**config.mk**
```make
export PLATFORM = sky130hd
export DESIGN_NAME = crc32c_with_zero_run_append_unit_flat
export DESIGN_NICKNAME = d
export VERILOG_FILES = /design/src/hw/rtl/crc32cz_pkg.sv /design/src/hw/rtl/crc32cz_req_if.sv /design/src/hw/rtl/crc32cz_rsp_if.sv /design/src/hw/rtl/crc32cz_front.sv /design/src/hw/rtl/crc32cz_back.sv /design/src/hw/rtl/crc32c_with_zero_run_append_unit.sv /design/src/flat_wrapper.sv
export SDC_FILE = /design/constraint.sdc
export NUM_CORES = 2
export LEC_CHECK = 0
export BUFFER_PORTS_ARGS = -buffer_cell sky130_fd_sc_hd__buf_2
export CAP_MARGIN = 20
export CORE_UTILIZATION = 60
export CTS_CLUSTER_DIAMETER = 200
export CTS_CLUSTER_SIZE = 28
export DETAILED_ROUTE_END_ITERATION = 10
export GPL_TIMING_DRIVEN = 0
export HOLD_SLACK_MARGIN = 0.08
export PLACE_DENSITY = 0.81
export SLEW_MARGIN = 30
export SYNTH_ARGS = -nofsm -noshare
export SYNTH_HDL_FRONTEND = slang
export SYNTH_SLANG_ARGS = --single-unit
export TNS_END_PERCENT = 5
```
**constraint.sdc**
```tcl
create_clock -name clk -period 7.5 [get_ports clk]
set_input_delay 0.375 -clock clk [delete_from_list [all_inputs] [get_ports clk]]
set_output_delay 0.375 -clock clk [all_outputs]
set_load 0.03 [all_outputs]
```
**src/hw/rtl/crc32cz_pkg.sv**
```systemverilog
package crc32cz_pkg;

  localparam int CrcW      = 32;
  localparam int CountBits = 32;

  localparam logic [CrcW-1:0] PolyRefl = 32'h82F6_3B78;
  localparam logic [CrcW-1:0] PolyNorm = 32'h1EDC_6F41;
  // x^8 in reflected bit order
  localparam logic [CrcW-1:0] X8Refl   = 32'h0080_0000;

  localparam logic [1:0] KindSeed = 2'd0;
  localparam logic [1:0] KindByte = 2'd1;
  localparam logic [1:0] KindZero = 2'd2;

  typedef enum logic [1:0] {
    OP_SEED,
    OP_BYTE,
    OP_ZERO,
    OP_NOP
  } op_t;

  typedef struct packed {
    op_t             op;
    logic [CrcW-1:0] operand;
  } cmd_t;

  typedef enum logic {
    ST_IDLE,
    ST_RUN
  } back_state_t;

  function automatic logic [CrcW-1:0] bitrev32(input logic [CrcW-1:0] v);
    logic [CrcW-1:0] r;
    for (int i = 0; i < CrcW; i++) begin
      r[i] = v[CrcW-1-i];
    end
    return r;
  endfunction

  // x^j mod P, normal bit order; only ever called with constant j
  function automatic logic [CrcW-1:0] x_pow_mod(input int j);
    logic [CrcW-1:0] v;
    v = 32'h0000_0001;
    for (int k = 0; k < j; k++) begin
      v = v[CrcW-1] ? ((v << 1) ^ PolyNorm) : (v << 1);
    end
    return v;
  endfunction

  // GF(2) product mod P, operands and result in reflected order.
  // Carry-less multiply, then fold each high product bit via a constant residue.
  function automatic logic [CrcW-1:0] gf_mul_refl(input logic [CrcW-1:0] a,
                                                  input logic [CrcW-1:0] b);
    logic [CrcW-1:0]   an;
    logic [CrcW-1:0]   bn;
    logic [2*CrcW-2:0] prod;
    logic [2*CrcW-2:0] term;
    logic [CrcW-1:0]   r;
    an   = bitrev32(a);
    bn   = bitrev32(b);
    prod = '0;
    for (int i = 0; i < CrcW; i++) begin
      term = {{(CrcW-1){1'b0}}, an} << i;
      if (bn[i]) prod = prod ^ term;
    end
    r = prod[CrcW-1:0];
    for (int j = CrcW; j < 2*CrcW-1; j++) begin
      if (prod[j]) r = r ^ x_pow_mod(j);
    end
    return bitrev32(r);
  endfunction

  function automatic logic [CrcW-1:0] fold_byte(input logic [CrcW-1:0] crc,
                                                input logic [7:0]      b);
    logic [CrcW-1:0] c;
    c = crc ^ {{(CrcW-8){1'b0}}, b};
    for (int i = 0; i < 8; i++) begin
      c = c[0] ? ((c >> 1) ^ PolyRefl) : (c >> 1);
    end
    return c;
  endfunction

endpackage

```
**src/hw/rtl/crc32cz_req_if.sv**
```systemverilog
interface crc32cz_req_if;
  logic        valid;
  logic        ready;
  logic [1:0]  kind;
  logic [31:0] seed;
  logic [7:0]  data_byte;
  logic [31:0] zero_count;

  modport source (output valid, output kind, output seed, output data_byte,
                  output zero_count, input ready);
  modport sink   (input valid, input kind, input seed, input data_byte,
                  input zero_count, output ready);
endinterface

```
**src/hw/rtl/crc32cz_rsp_if.sv**
```systemverilog
interface crc32cz_rsp_if;
  logic        valid;
  logic        ready;
  logic [31:0] crc_value;

  modport source (output valid, output crc_value, input ready);
  modport sink   (input valid, input crc_value, output ready);
endinterface

```
**src/hw/rtl/crc32cz_front.sv**
```systemverilog
module crc32cz_front (
  input  logic               clk,
  input  logic               rst,
  crc32cz_req_if.sink        req,
  output crc32cz_pkg::cmd_t  cmd,
  output logic               cmd_valid,
  input  logic               cmd_pop
);
  import crc32cz_pkg::*;

  // two-entry command queue
  cmd_t       entries [2];
  logic       wr_ptr;
  logic       rd_ptr;
  logic [1:0] count;
  cmd_t       decoded;
  logic       push;

  always_comb begin
    decoded.operand = req.zero_count;
    case (req.kind)
      KindSeed: begin
        decoded.op      = OP_SEED;
        decoded.operand = req.seed;
      end
      KindByte: begin
        decoded.op      = OP_BYTE;
        decoded.operand = {24'h0, req.data_byte};
      end
      KindZero: begin
        decoded.op      = OP_ZERO;
        decoded.operand = req.zero_count;
      end
      default: begin
        decoded.op      = OP_NOP;
      end
    endcase
  end

  assign req.ready = (count != 2'd2);
  assign push      = req.valid && req.ready;
  assign cmd_valid = (count != 2'd0);
  assign cmd       = entries[rd_ptr];

  always_ff @(posedge clk) begin
    if (push) entries[wr_ptr] <= decoded;
  end

  always_ff @(posedge clk) begin
    if (rst) begin
      wr_ptr <= 1'b0;
      rd_ptr <= 1'b0;
      count  <= 2'd0;
    end else begin
      if (push)    wr_ptr <= ~wr_ptr;
      if (cmd_pop) rd_ptr <= ~rd_ptr;
      case ({push, cmd_pop})
        2'b10:   count <= count + 2'd1;
        2'b01:   count <= count - 2'd1;
        default: count <= count;
      endcase
    end
  end

endmodule

```
**src/hw/rtl/crc32cz_back.sv**
```systemverilog
module crc32cz_back (
  input  logic               clk,
  input  logic               rst,
  input  crc32cz_pkg::cmd_t  cmd,
  input  logic               cmd_valid,
  output logic               cmd_pop,
  crc32cz_rsp_if.source      rsp
);
  import crc32cz_pkg::*;

  back_state_t          state;
  back_state_t          state_next;
  logic [CrcW-1:0]      crc;
  logic [CrcW-1:0]      crc_next;
  logic [CrcW-1:0]      power;
  logic [CrcW-1:0]      power_next;
  logic [CountBits-1:0] rem;
  logic [CountBits-1:0] rem_next;
  logic                 out_valid;
  logic [CrcW-1:0]      out_data;
  logic [CrcW-1:0]      out_data_next;
  logic                 out_load;
  logic                 slot_free;
  logic                 last_step;
  logic [CrcW-1:0]      mul_crc;
  logic [CrcW-1:0]      mul_pow;
  logic [CrcW-1:0]      stepped;

  assign slot_free = !out_valid || rsp.ready;
  assign last_step = (rem[CountBits-1:1] == '0);
  assign mul_crc   = gf_mul_refl(power, crc);
  assign mul_pow   = gf_mul_refl(power, power);
  assign stepped   = rem[0] ? mul_crc : crc;

  assign rsp.valid     = out_valid;
  assign rsp.crc_value = out_data;

  // next state
  always_comb begin
    state_next = state;
    case (state)
      ST_IDLE: begin
        if (cmd_valid && cmd.op == OP_ZERO) state_next = ST_RUN;
      end
      ST_RUN: begin
        if (last_step && slot_free) state_next = ST_IDLE;
      end
      default: state_next = ST_IDLE;
    endcase
  end

  // datapath control
  always_comb begin
    cmd_pop       = 1'b0;
    out_load      = 1'b0;
    out_data_next = crc;
    crc_next      = crc;
    power_next    = power;
    rem_next      = rem;
    case (state)
      ST_IDLE: begin
        if (cmd_valid) begin
          case (cmd.op)
            OP_ZERO: begin
              cmd_pop    = 1'b1;
              power_next = X8Refl;
              rem_next   = cmd.operand[CountBits-1:0];
            end
            OP_SEED: begin
              if (slot_free) begin
                cmd_pop       = 1'b1;
                out_load      = 1'b1;
                crc_next      = cmd.operand;
                out_data_next = cmd.operand;
              end
            end
            OP_BYTE: begin
              if (slot_free) begin
                cmd_pop       = 1'b1;
                out_load      = 1'b1;
                crc_next      = fold_byte(crc, cmd.operand[7:0]);
                out_data_next = fold_byte(crc, cmd.operand[7:0]);
              end
            end
            default: begin
              if (slot_free) begin
                cmd_pop  = 1'b1;
                out_load = 1'b1;
              end
            end
          endcase
        end
      end
      ST_RUN: begin
        if (!last_step) begin
          crc_next   = stepped;
          power_next = mul_pow;
          rem_next   = {1'b0, rem[CountBits-1:1]};
        end else if (slot_free) begin
          crc_next      = stepped;
          out_load      = 1'b1;
          out_data_next = stepped;
        end
      end
      default: begin
      end
    endcase
  end

  always_ff @(posedge clk) begin
    if (rst) begin
      state     <= ST_IDLE;
      crc       <= '0;
      out_valid <= 1'b0;
    end else begin
      state <= state_next;
      crc   <= crc_next;
      if (out_load)       out_valid <= 1'b1;
      else if (rsp.ready) out_valid <= 1'b0;
    end
  end

  always_ff @(posedge clk) begin
    power <= power_next;
    rem   <= rem_next;
    if (out_load) out_data <= out_data_next;
  end

endmodule

```
**src/hw/rtl/crc32c_with_zero_run_append_unit.sv**
```systemverilog
// Running reflected CRC-32C engine (no pre/post inversion) with zero-run append.
// Channels: req carries kind, seed, data_byte and zero_count; rsp returns
//   crc_value, the CRC register after each item. A transfer happens on a
//   rising clk edge with valid and ready both high; every req transfer yields
//   exactly one rsp transfer, in order.
// kind: load seed, fold one data byte, append a run of zero bytes; the
//   unused code just reports the current register.
// Seed, byte and unused items reach rsp through a queue entry and the
//   registered output stage. A zero run takes one square-and-multiply step
//   per cycle, one per bit of zero_count up to its highest set bit, through
//   two parallel GF(2) multipliers in the back end; only the last step stalls.
// Throughput: one seed/byte item per cycle while rsp accepts; a zero run holds
//   the back end for its dispatch and all its steps, while the front queue
//   takes items until both of its entries are full.
// A two-entry command queue decouples the front (accept and classify) from
//   the back (execute); rsp is a registered output stage.
// Reset (rst, synchronous): CRC register cleared to zero, queue emptied,
//   rsp.valid low. When rsp stalls, the result holds in its register, the back
//   end stops before its next result, and req.ready drops once the queue fills.
module crc32c_with_zero_run_append_unit (
  input  logic          clk,
  input  logic          rst,
  crc32cz_req_if.sink   req,
  crc32cz_rsp_if.source rsp
);
  import crc32cz_pkg::*;

  cmd_t cmd;
  logic cmd_valid;
  logic cmd_pop;

  // front: accept, classify, queue
  crc32cz_front u_front (
    .clk       (clk),
    .rst       (rst),
    .req       (req),
    .cmd       (cmd),
    .cmd_valid (cmd_valid),
    .cmd_pop   (cmd_pop)
  );

  // back: CRC register, byte fold, zero-run sequencer, output stage
  crc32cz_back u_back (
    .clk       (clk),
    .rst       (rst),
    .cmd       (cmd),
    .cmd_valid (cmd_valid),
    .cmd_pop   (cmd_pop),
    .rsp       (rsp)
  );

endmodule
```
**src/flat_wrapper.sv**
```systemverilog
// flat-port wrapper written by rule: the top's interface ports become plain ports
module crc32c_with_zero_run_append_unit_flat import crc32cz_pkg::*;
  (clk, rst, req_valid, req_kind, req_seed, req_data_byte, req_zero_count, req_ready, rsp_valid, rsp_crc_value, rsp_ready);
  crc32cz_req_if req_i ();
  crc32cz_rsp_if rsp_i ();
  input  logic clk;
  input  logic rst;
  input wire logic [$bits(req_i.valid)-1:0] req_valid;
  input wire logic [$bits(req_i.kind)-1:0] req_kind;
  input wire logic [$bits(req_i.seed)-1:0] req_seed;
  input wire logic [$bits(req_i.data_byte)-1:0] req_data_byte;
  input wire logic [$bits(req_i.zero_count)-1:0] req_zero_count;
  output wire logic [$bits(req_i.ready)-1:0] req_ready;
  output wire logic [$bits(rsp_i.valid)-1:0] rsp_valid;
  output wire logic [$bits(rsp_i.crc_value)-1:0] rsp_crc_value;
  input wire logic [$bits(rsp_i.ready)-1:0] rsp_ready;
  assign req_i.valid = req_valid;
  assign req_i.kind = req_kind;
  assign req_i.seed = req_seed;
  assign req_i.data_byte = req_data_byte;
  assign req_i.zero_count = req_zero_count;
  assign req_ready = req_i.ready;
  assign rsp_valid = rsp_i.valid;
  assign rsp_crc_value = rsp_i.crc_value;
  assign rsp_i.ready = rsp_ready;
  crc32c_with_zero_run_append_unit u_core (.clk(clk), .rst(rst), .req(req_i), .rsp(rsp_i));
endmodule
```
=== Word-level counts from Yosys, hierarchy flattened ===
Memory sizes are Yosys's and may differ from the RTL's. A register that Yosys moved wholly into a read port is not among the register bits.
Cells that the tools add are included.

* Multiplexer cells: 172
* Equal/unequal tests: 10
* Reduce and logical (&&, ||, !) cells: 12
* Add/sub/neg operators: 2
* Bitwise operators: 136

{| class="wikitable"
|+ Operators by type and width
! kind !! number
|-
| $mux 63 || 62
|-
| $mux 32 || 59
|-
| $not 17->17 || 30
|-
| $mux 31 || 14
|-
| $pmux 32 s2 || 6
|-
| $not 15->15 || 24
|-
| $mux 30 || 8
|-
| $not 16->17 || 8
|-
| $xor 63x34->63 || 2
|-
| $xor 63x35->63 || 2
|-
| $xor 63x36->63 || 2
|-
| $xor 63x37->63 || 2
|-
| $xor 63x38->63 || 2
|-
| $xor 63x39->63 || 2
|-
| $xor 63x40->63 || 2
|-
| $xor 63x41->63 || 2
|-
| $xor 63x42->63 || 2
|-
| $xor 63x43->63 || 2
|-
| $xor 63x44->63 || 2
|-
| $xor 63x45->63 || 2
|-
| $xor 63x46->63 || 2
|-
| $xor 63x47->63 || 2
|-
| $xor 63x48->63 || 2
|-
| $xor 63x49->63 || 2
|-
| other kinds (38) || 89
|}

* Output and inout bits: 34
* Logic and storage cells: 342
* Memories: 1
* Memory bits (writable): 68
* Flip-flop bits (word level): 134

{| class="wikitable"
|+ Memory list
! name !! depth !! bits a word !! read ports !! clocked after Yosys merged registers in !! wr ports !! line !! text
|-
| u_core.u_front.entries || 2 || 34 || 1 || 1 || 1 || crc32cz_front.sv:12 || <nowiki>cmd_t entries [2];</nowiki>
|}

=== Logic depth before layout (Yosys ltp) ===
* Depth after elaboration: 129
* Gate-level depth with buffers: 15

=== Hierarchy ===
Synthesis repeated with hierarchy kept, for this count alone.

* Cells, all modules: 3391
* Area total of the unflattened synthesis: 28243.3 µm²

{| class="wikitable"
|+ Modules (own cells, without submodules)
! module !! times used !! cells each !! area an instance (µm²) !! seq. area each (µm²)
|-
| crc32cz_back || 1 || 3203 || 25165.4 || 3563.4
|-
| crc32cz_front || 1 || 188 || 3078.0 || 2142.1
|}

=== Worst setup path after synthesis ===
Ideal clock, no wire load.

* Kind: register to register
* Start point: reg u_core.u_back.state
* End point: reg u_core.u_back.power[0], enable pin
* Library setup time: 0.574 ns
* Period minus slack after synthesis: 6.384 ns
* Data arrival time: 5.809 ns
* Buffers on the path: 4
* Cell stages (with the launch flop): 7
* Path slack: 1.116 ns
* Required time: 6.926 ns
* Path through: dfxtp_1 -> clkbuf_1 -> inv_1 -> clkbuf_1 -> buf_1 -> clkbuf_1 -> o21ai_0

* Word-level cells in the longest chain between the ends: 3
* Elaborated cells between the ends (all ways): 5
* Classes of those cells: 3 x eq/ne; 1 x bitwise; 1 x reduce/logical

{| class="wikitable"
|+ RTL lines
! element !! line !! text
|-
| start: declaration || crc32cz_back.sv:11 || <nowiki>back_state_t state;</nowiki>
|-
| start signal: assignment || crc32cz_back.sv:116 || <nowiki>state <= state_next;</nowiki>
|-
| $not 1->1 || n/a ||
|-
| $ne 2x2->1 (no source line) || n/a ||
|-
| $reduce_and 3->1 (no source line) (*) || n/a ||
|-
| end signal: assignment || crc32cz_back.sv:124 || <nowiki>power <= power_next;</nowiki>
|-
| end: declaration || crc32cz_back.sv:15 || <nowiki>logic [CrcW-1:0] power;</nowiki>
|}

Mark *: on every way between the ends. The rest lies on a longest branch, timed or not.
A chain may end at the register's enable or synchronous reset.

=== Final worst setup path ===
* Start point: reg u_core.u_back.crc[22]
* End point: reg u_core.u_back.out_data[17] (netlist: u_core.u_back.rsp.crc_value[17]) (data pin)

* Word-level cells in the longest chain between the ends: 98

{| class="wikitable"
|+ RTL lines
! element !! line !! text
|-
| start: declaration || crc32cz_back.sv:13 || <nowiki>logic [CrcW-1:0] crc;</nowiki>
|-
| start signal: assignment || crc32cz_back.sv:117 || <nowiki>crc <= crc_next;</nowiki>
|-
| $mux 63 (*) || crc32cz_pkg.sv:64 || <nowiki>if (bn[i]) prod = prod ^ term;</nowiki>
|-
| $xor 63x42->63 || crc32cz_pkg.sv:64 ||
|-
| $mux 63 (*) || crc32cz_pkg.sv:64 ||
|-
| $xor 63x43->63 || crc32cz_pkg.sv:64 ||
|-
| $mux 63 (*) || crc32cz_pkg.sv:64 ||
|-
| $xor 63x44->63 || crc32cz_pkg.sv:64 ||
|-
| $mux 63 (*) || crc32cz_pkg.sv:64 ||
|-
| $xor 63x45->63 || crc32cz_pkg.sv:64 ||
|-
| [... 83 more ...] || n/a ||
|-
| $mux 32 || crc32cz_pkg.sv:68 || <nowiki>if (prod[j]) r = r ^ x_pow_mod(j);</nowiki>
|-
| $not 17->17 (no source line) || n/a ||
|-
| $mux 32 (*) || crc32cz_pkg.sv:68 ||
|-
| $mux 32 (*) || crc32cz_back.sv:33 || <nowiki>assign stepped = rem[0] ? mul_crc : crc;</nowiki>
|-
| $mux 32 (*) || n/a ||
|-
| $mux 32 (*) || crc32cz_back.sv:95 || <nowiki>if (!last_step) begin</nowiki>
|-
| $pmux 32 s2 (*) || crc32cz_back.sv:60 || <nowiki>case (state)</nowiki>
|-
| net u_core.u_back.out_data_next[17] || crc32cz_back.sv:21 || <nowiki>logic [CrcW-1:0] out_data_next;</nowiki>
|-
| end signal: assignment || crc32cz_back.sv:126 || <nowiki>if (out_load) out_data <= out_data_next;</nowiki>
|-
| end: declaration || crc32cz_back.sv:20 || <nowiki>logic [CrcW-1:0] out_data;</nowiki>
|}

Mark *: on every way through the listed nets, which the timed path passes. The rest lies on a longest branch.

==> summary.md <==
| Metric | Value |
|---|---|
| Most common cell after layout, fill and taps aside | `nand2_1` |
| First-pass GRT wire length | `160000 um` |
| Startpoint types | `flip-flop` |
| Crit path DAT | `5860 ps` |
| Crit end category | `flip-flop` |
| Initial DRC count | `4427` |
| Largest net degree at the start of global routing | `30` |
| Distinct cells, synth | `63` |
| Hold_sp | `req_kind[1]` |
| Final GP Congestion | `1.08` |
| Core ar. | `45700 um^2` |
| Clk sink count | `203` |
| Remaining DRCs | `0` |
| Top-area cell type share of the netlist area | `0.277` |
| Slew @ Worst Pin | `1170 ps` |
| Min-Delay Endpoint | `u_core.u_front.entries[0][33]` |
| Slew headroom | `0.217` |
| Final setup vio count | `0` |
| DP HPWL | `82200 um` |
| First drt pass iteration count | `6` |
| Reg clk slew, reported paths | `100 ps` |
| Most frequent cells in the layout | `nand2_1, xnor2_1, xor2_1` |
| Postcts setup bufs | `0` |
| Status | `finished clean` |
| Fin Clk Skew | `60.4 ps` |
| TritonCTS buffer count | `11` |
| Hold Violations, Final | `0` |
| Vias per cell | `6.15` |
| Reg-to-reg slack, setup | `1880 ps` |
| TritonCTS clock tree | `built` |
| DRT Wirelength | `112000 um` |
| Sequential share of the synthesized area | `0.204` |
| R2r startpoint | `u_core.u_back.crc[22]` |
| Chip Width | `218 um` |
| Worst-case clock buffer depth | `3` |
| CTS resizes | `0` |
| Synth Instances | `3438` |
| Req. time, crit path | `7730 ps` |
| Initial antenna violation count | `3` |
| Starting Density | `0.614` |
| Top Metal Used | `met5` |
| Synthesized area | `28000 um^2` |
| Root buffer cell | `clkbuf_16` |
| ANT nets after route | `0` |
| Maximum fanout along the worst path | `10` |
| Dominant cell type by area after synthesis | `xnor2_1` |
| Max Freq | `0.178 GHz` |
| Hold Path Stages | `1` |
| Die ar. | `47600 um^2` |
| Vias in the first global route | `23587` |
| Count of flip-flops with a built-in enable after synthesis | `164` |
| Num ports | `112` |
| Met2 wire length | `46600 um` |
| Fin. max-slew vios | `0` |
| Worst-Skew Late Latency | `520 ps` |
| Placed cell count | `4154` |
| Fin nets | `3646` |
| Share of layout cells above drive strength 1 | `0.105` |
| Drt wl/cell | `26.8 um` |
| Non-Filler Instances | `4170` |
| PortBufs | `109` |
| Grt ovf | `0` |
| Critical R2R Capture | `u_core.u_back.rsp.crc_value[17]` |
| Worst min-delay path class | `in2reg` |
| Post-CTS Hold Buffers | `0` |
| Setup tns final | `0 ps` |
| Synth area leaders | `xnor2_1, edfxtp_1, nand2_1` |
| Util after Layout | `0.653` |
| Max Cap Violations | `0` |
| Synthesized Nets | `3517` |
| Hold WS | `121 ps` |
| FF-to-FF path depth | `14` |
| Top FF cell, synth | `edfxtp_1` |
| Tcrit/Tclk final | `0.750` |
| Worst Path Class, Setup | `reg2reg` |
| FF+latch count, synth | `203` |
| # rows | `78` |
| RSZ-0062 raised after global routing | `false` |
| Via Count | `25647` |
| Post-synth ARST share | `0` |
| Global Route Usage Sum | `0.463` |
| Htree depth | `1` |
| Area grow syn2layout | `6.51%` |
| Minimum clock period | `5620 ps` |
| Wire length on met3 | `16100 um` |
| M1 wire length | `39700 um` |
| Die Ht | `218 um` |
| Syn_area_per_cell | `8.15 um^2` |
| Synthesis Warnings | `0` |
==> per-layer routing <==
metal	vias to the layer above	GRT usage
li1	11020	-
met1	11831	0.603
met2	2227	0.689
met3	565	0.110
met4	4	0.294
met5	-	0
==> logic make-up (layout without fill, tap and decap cells) <==
group           count (synthesis)  count (layout)  share of synthesized area
fa+ha+maj                       1               1                   0.000446
compound gates                195             195                     0.0450
other cells                     0               1                          0
flops                         203             203                      0.204
buf+inv                       301             432                     0.0500
simple gates                 1311            1311                      0.182
mux                            81              81                     0.0314
xor+xnor                     1346            1346                      0.488
==> metrics by stage <==
step                cell area [um^2]  setup WS, ps
floorplan                      28000          1120
global route                   29800          1920
detailed placement             29500          2300
finish                         29800          1880
global placement               29300         -2100
CTS                            29800          2260
==> worst max-delay path by stage <==
stage                                                 end               startpoint  cells after the start
final                     u_core.u_back.rsp.crc_value[17]    u_core.u_back.crc[22]                     14
after floorplan                    u_core.u_back.power[0]      u_core.u_back.state                      6
after global placement            u_core.u_back.power[24]      u_core.u_back.state                      6
after CTS                  u_core.u_back.rsp.crc_value[8]  u_core.u_back.power[22]                     14
after global routing      u_core.u_back.rsp.crc_value[17]    u_core.u_back.crc[22]                     14
after detailed placement  u_core.u_back.rsp.crc_value[17]    u_core.u_back.crc[22]                     14
==> critical path, stage by stage (launching register included) <==
cell	delay [ps]
dfxtp_1	330
buf_2	310
buf_1	670
clkbuf_1	560
buf_1	840
nand2_1	160
xor2_1	210
xnor2_1	190
xnor2_1	100
xnor2_1	610
xnor3_1	350
xnor2_1	310
xnor2_1	140
xnor2_1	180
a221o_1	390
==> sequential cells by signal, summed over array words and instances (netlist names), named ones only <==
register,flops
u_core.u_back.state,1
u_core.u_front.count,2
u_core.u_front.rd_ptr,1
u_core.u_front.wr_ptr,1
u_core.u_front.entries,68
u_core.u_back.rsp.valid,1
u_core.u_back.crc,32
u_core.u_back.rem,32
u_core.u_back.power,32
u_core.u_back.rsp.crc_value,32
==> synthesized netlist by cell type (3+ instances only) <==
library cell / number
a2111oi_0: 3
a211oi_1: 10
a21oi_1: 45
a221o_1: 10
a221oi_1: 8
a22oi_1: 8
a311oi_1: 6
a31oi_1: 6
and2_1: 10
buf_1: 59
buf_2: 96
buf_4: 34
buf_6: 3
clkbuf_1: 104
dfxtp_1: 39
edfxtp_1: 164
inv_1: 5
mux2_2: 56
mux2i_1: 25
nand2_1: 1133
nand2b_1: 26
nand3_1: 9
nor2_1: 99
nor2b_1: 4
nor3_1: 10
nor3b_1: 3
nor4_1: 8
o211ai_1: 13
o21ai_0: 60
o21ai_1: 3
o31ai_1: 4
xnor2_1: 887
xnor2_2: 22
xnor2_4: 3
xnor3_1: 96
xnor3_2: 8
xor2_1: 314
xor2_2: 5
xor3_1: 9
==> final cells by class <==
class / count / area (um^2)
inverters: 5 / 18.8
repair buffers: 116 / 706
well taps: 600 / 751
clock inverters: 1 / 30.0
multi-input cells: 2934 / 21000
clock buffers: 14 / 287
diodes: 1 / 2.50
plain buffers: 296 / 1390
fillers: 4031 / 15800
flip-flops and latches: 203 / 5710
Power is left out: the tool's default activity adds up to more than one toggle a clock period on the data nets, which glitch-free logic cannot reach.
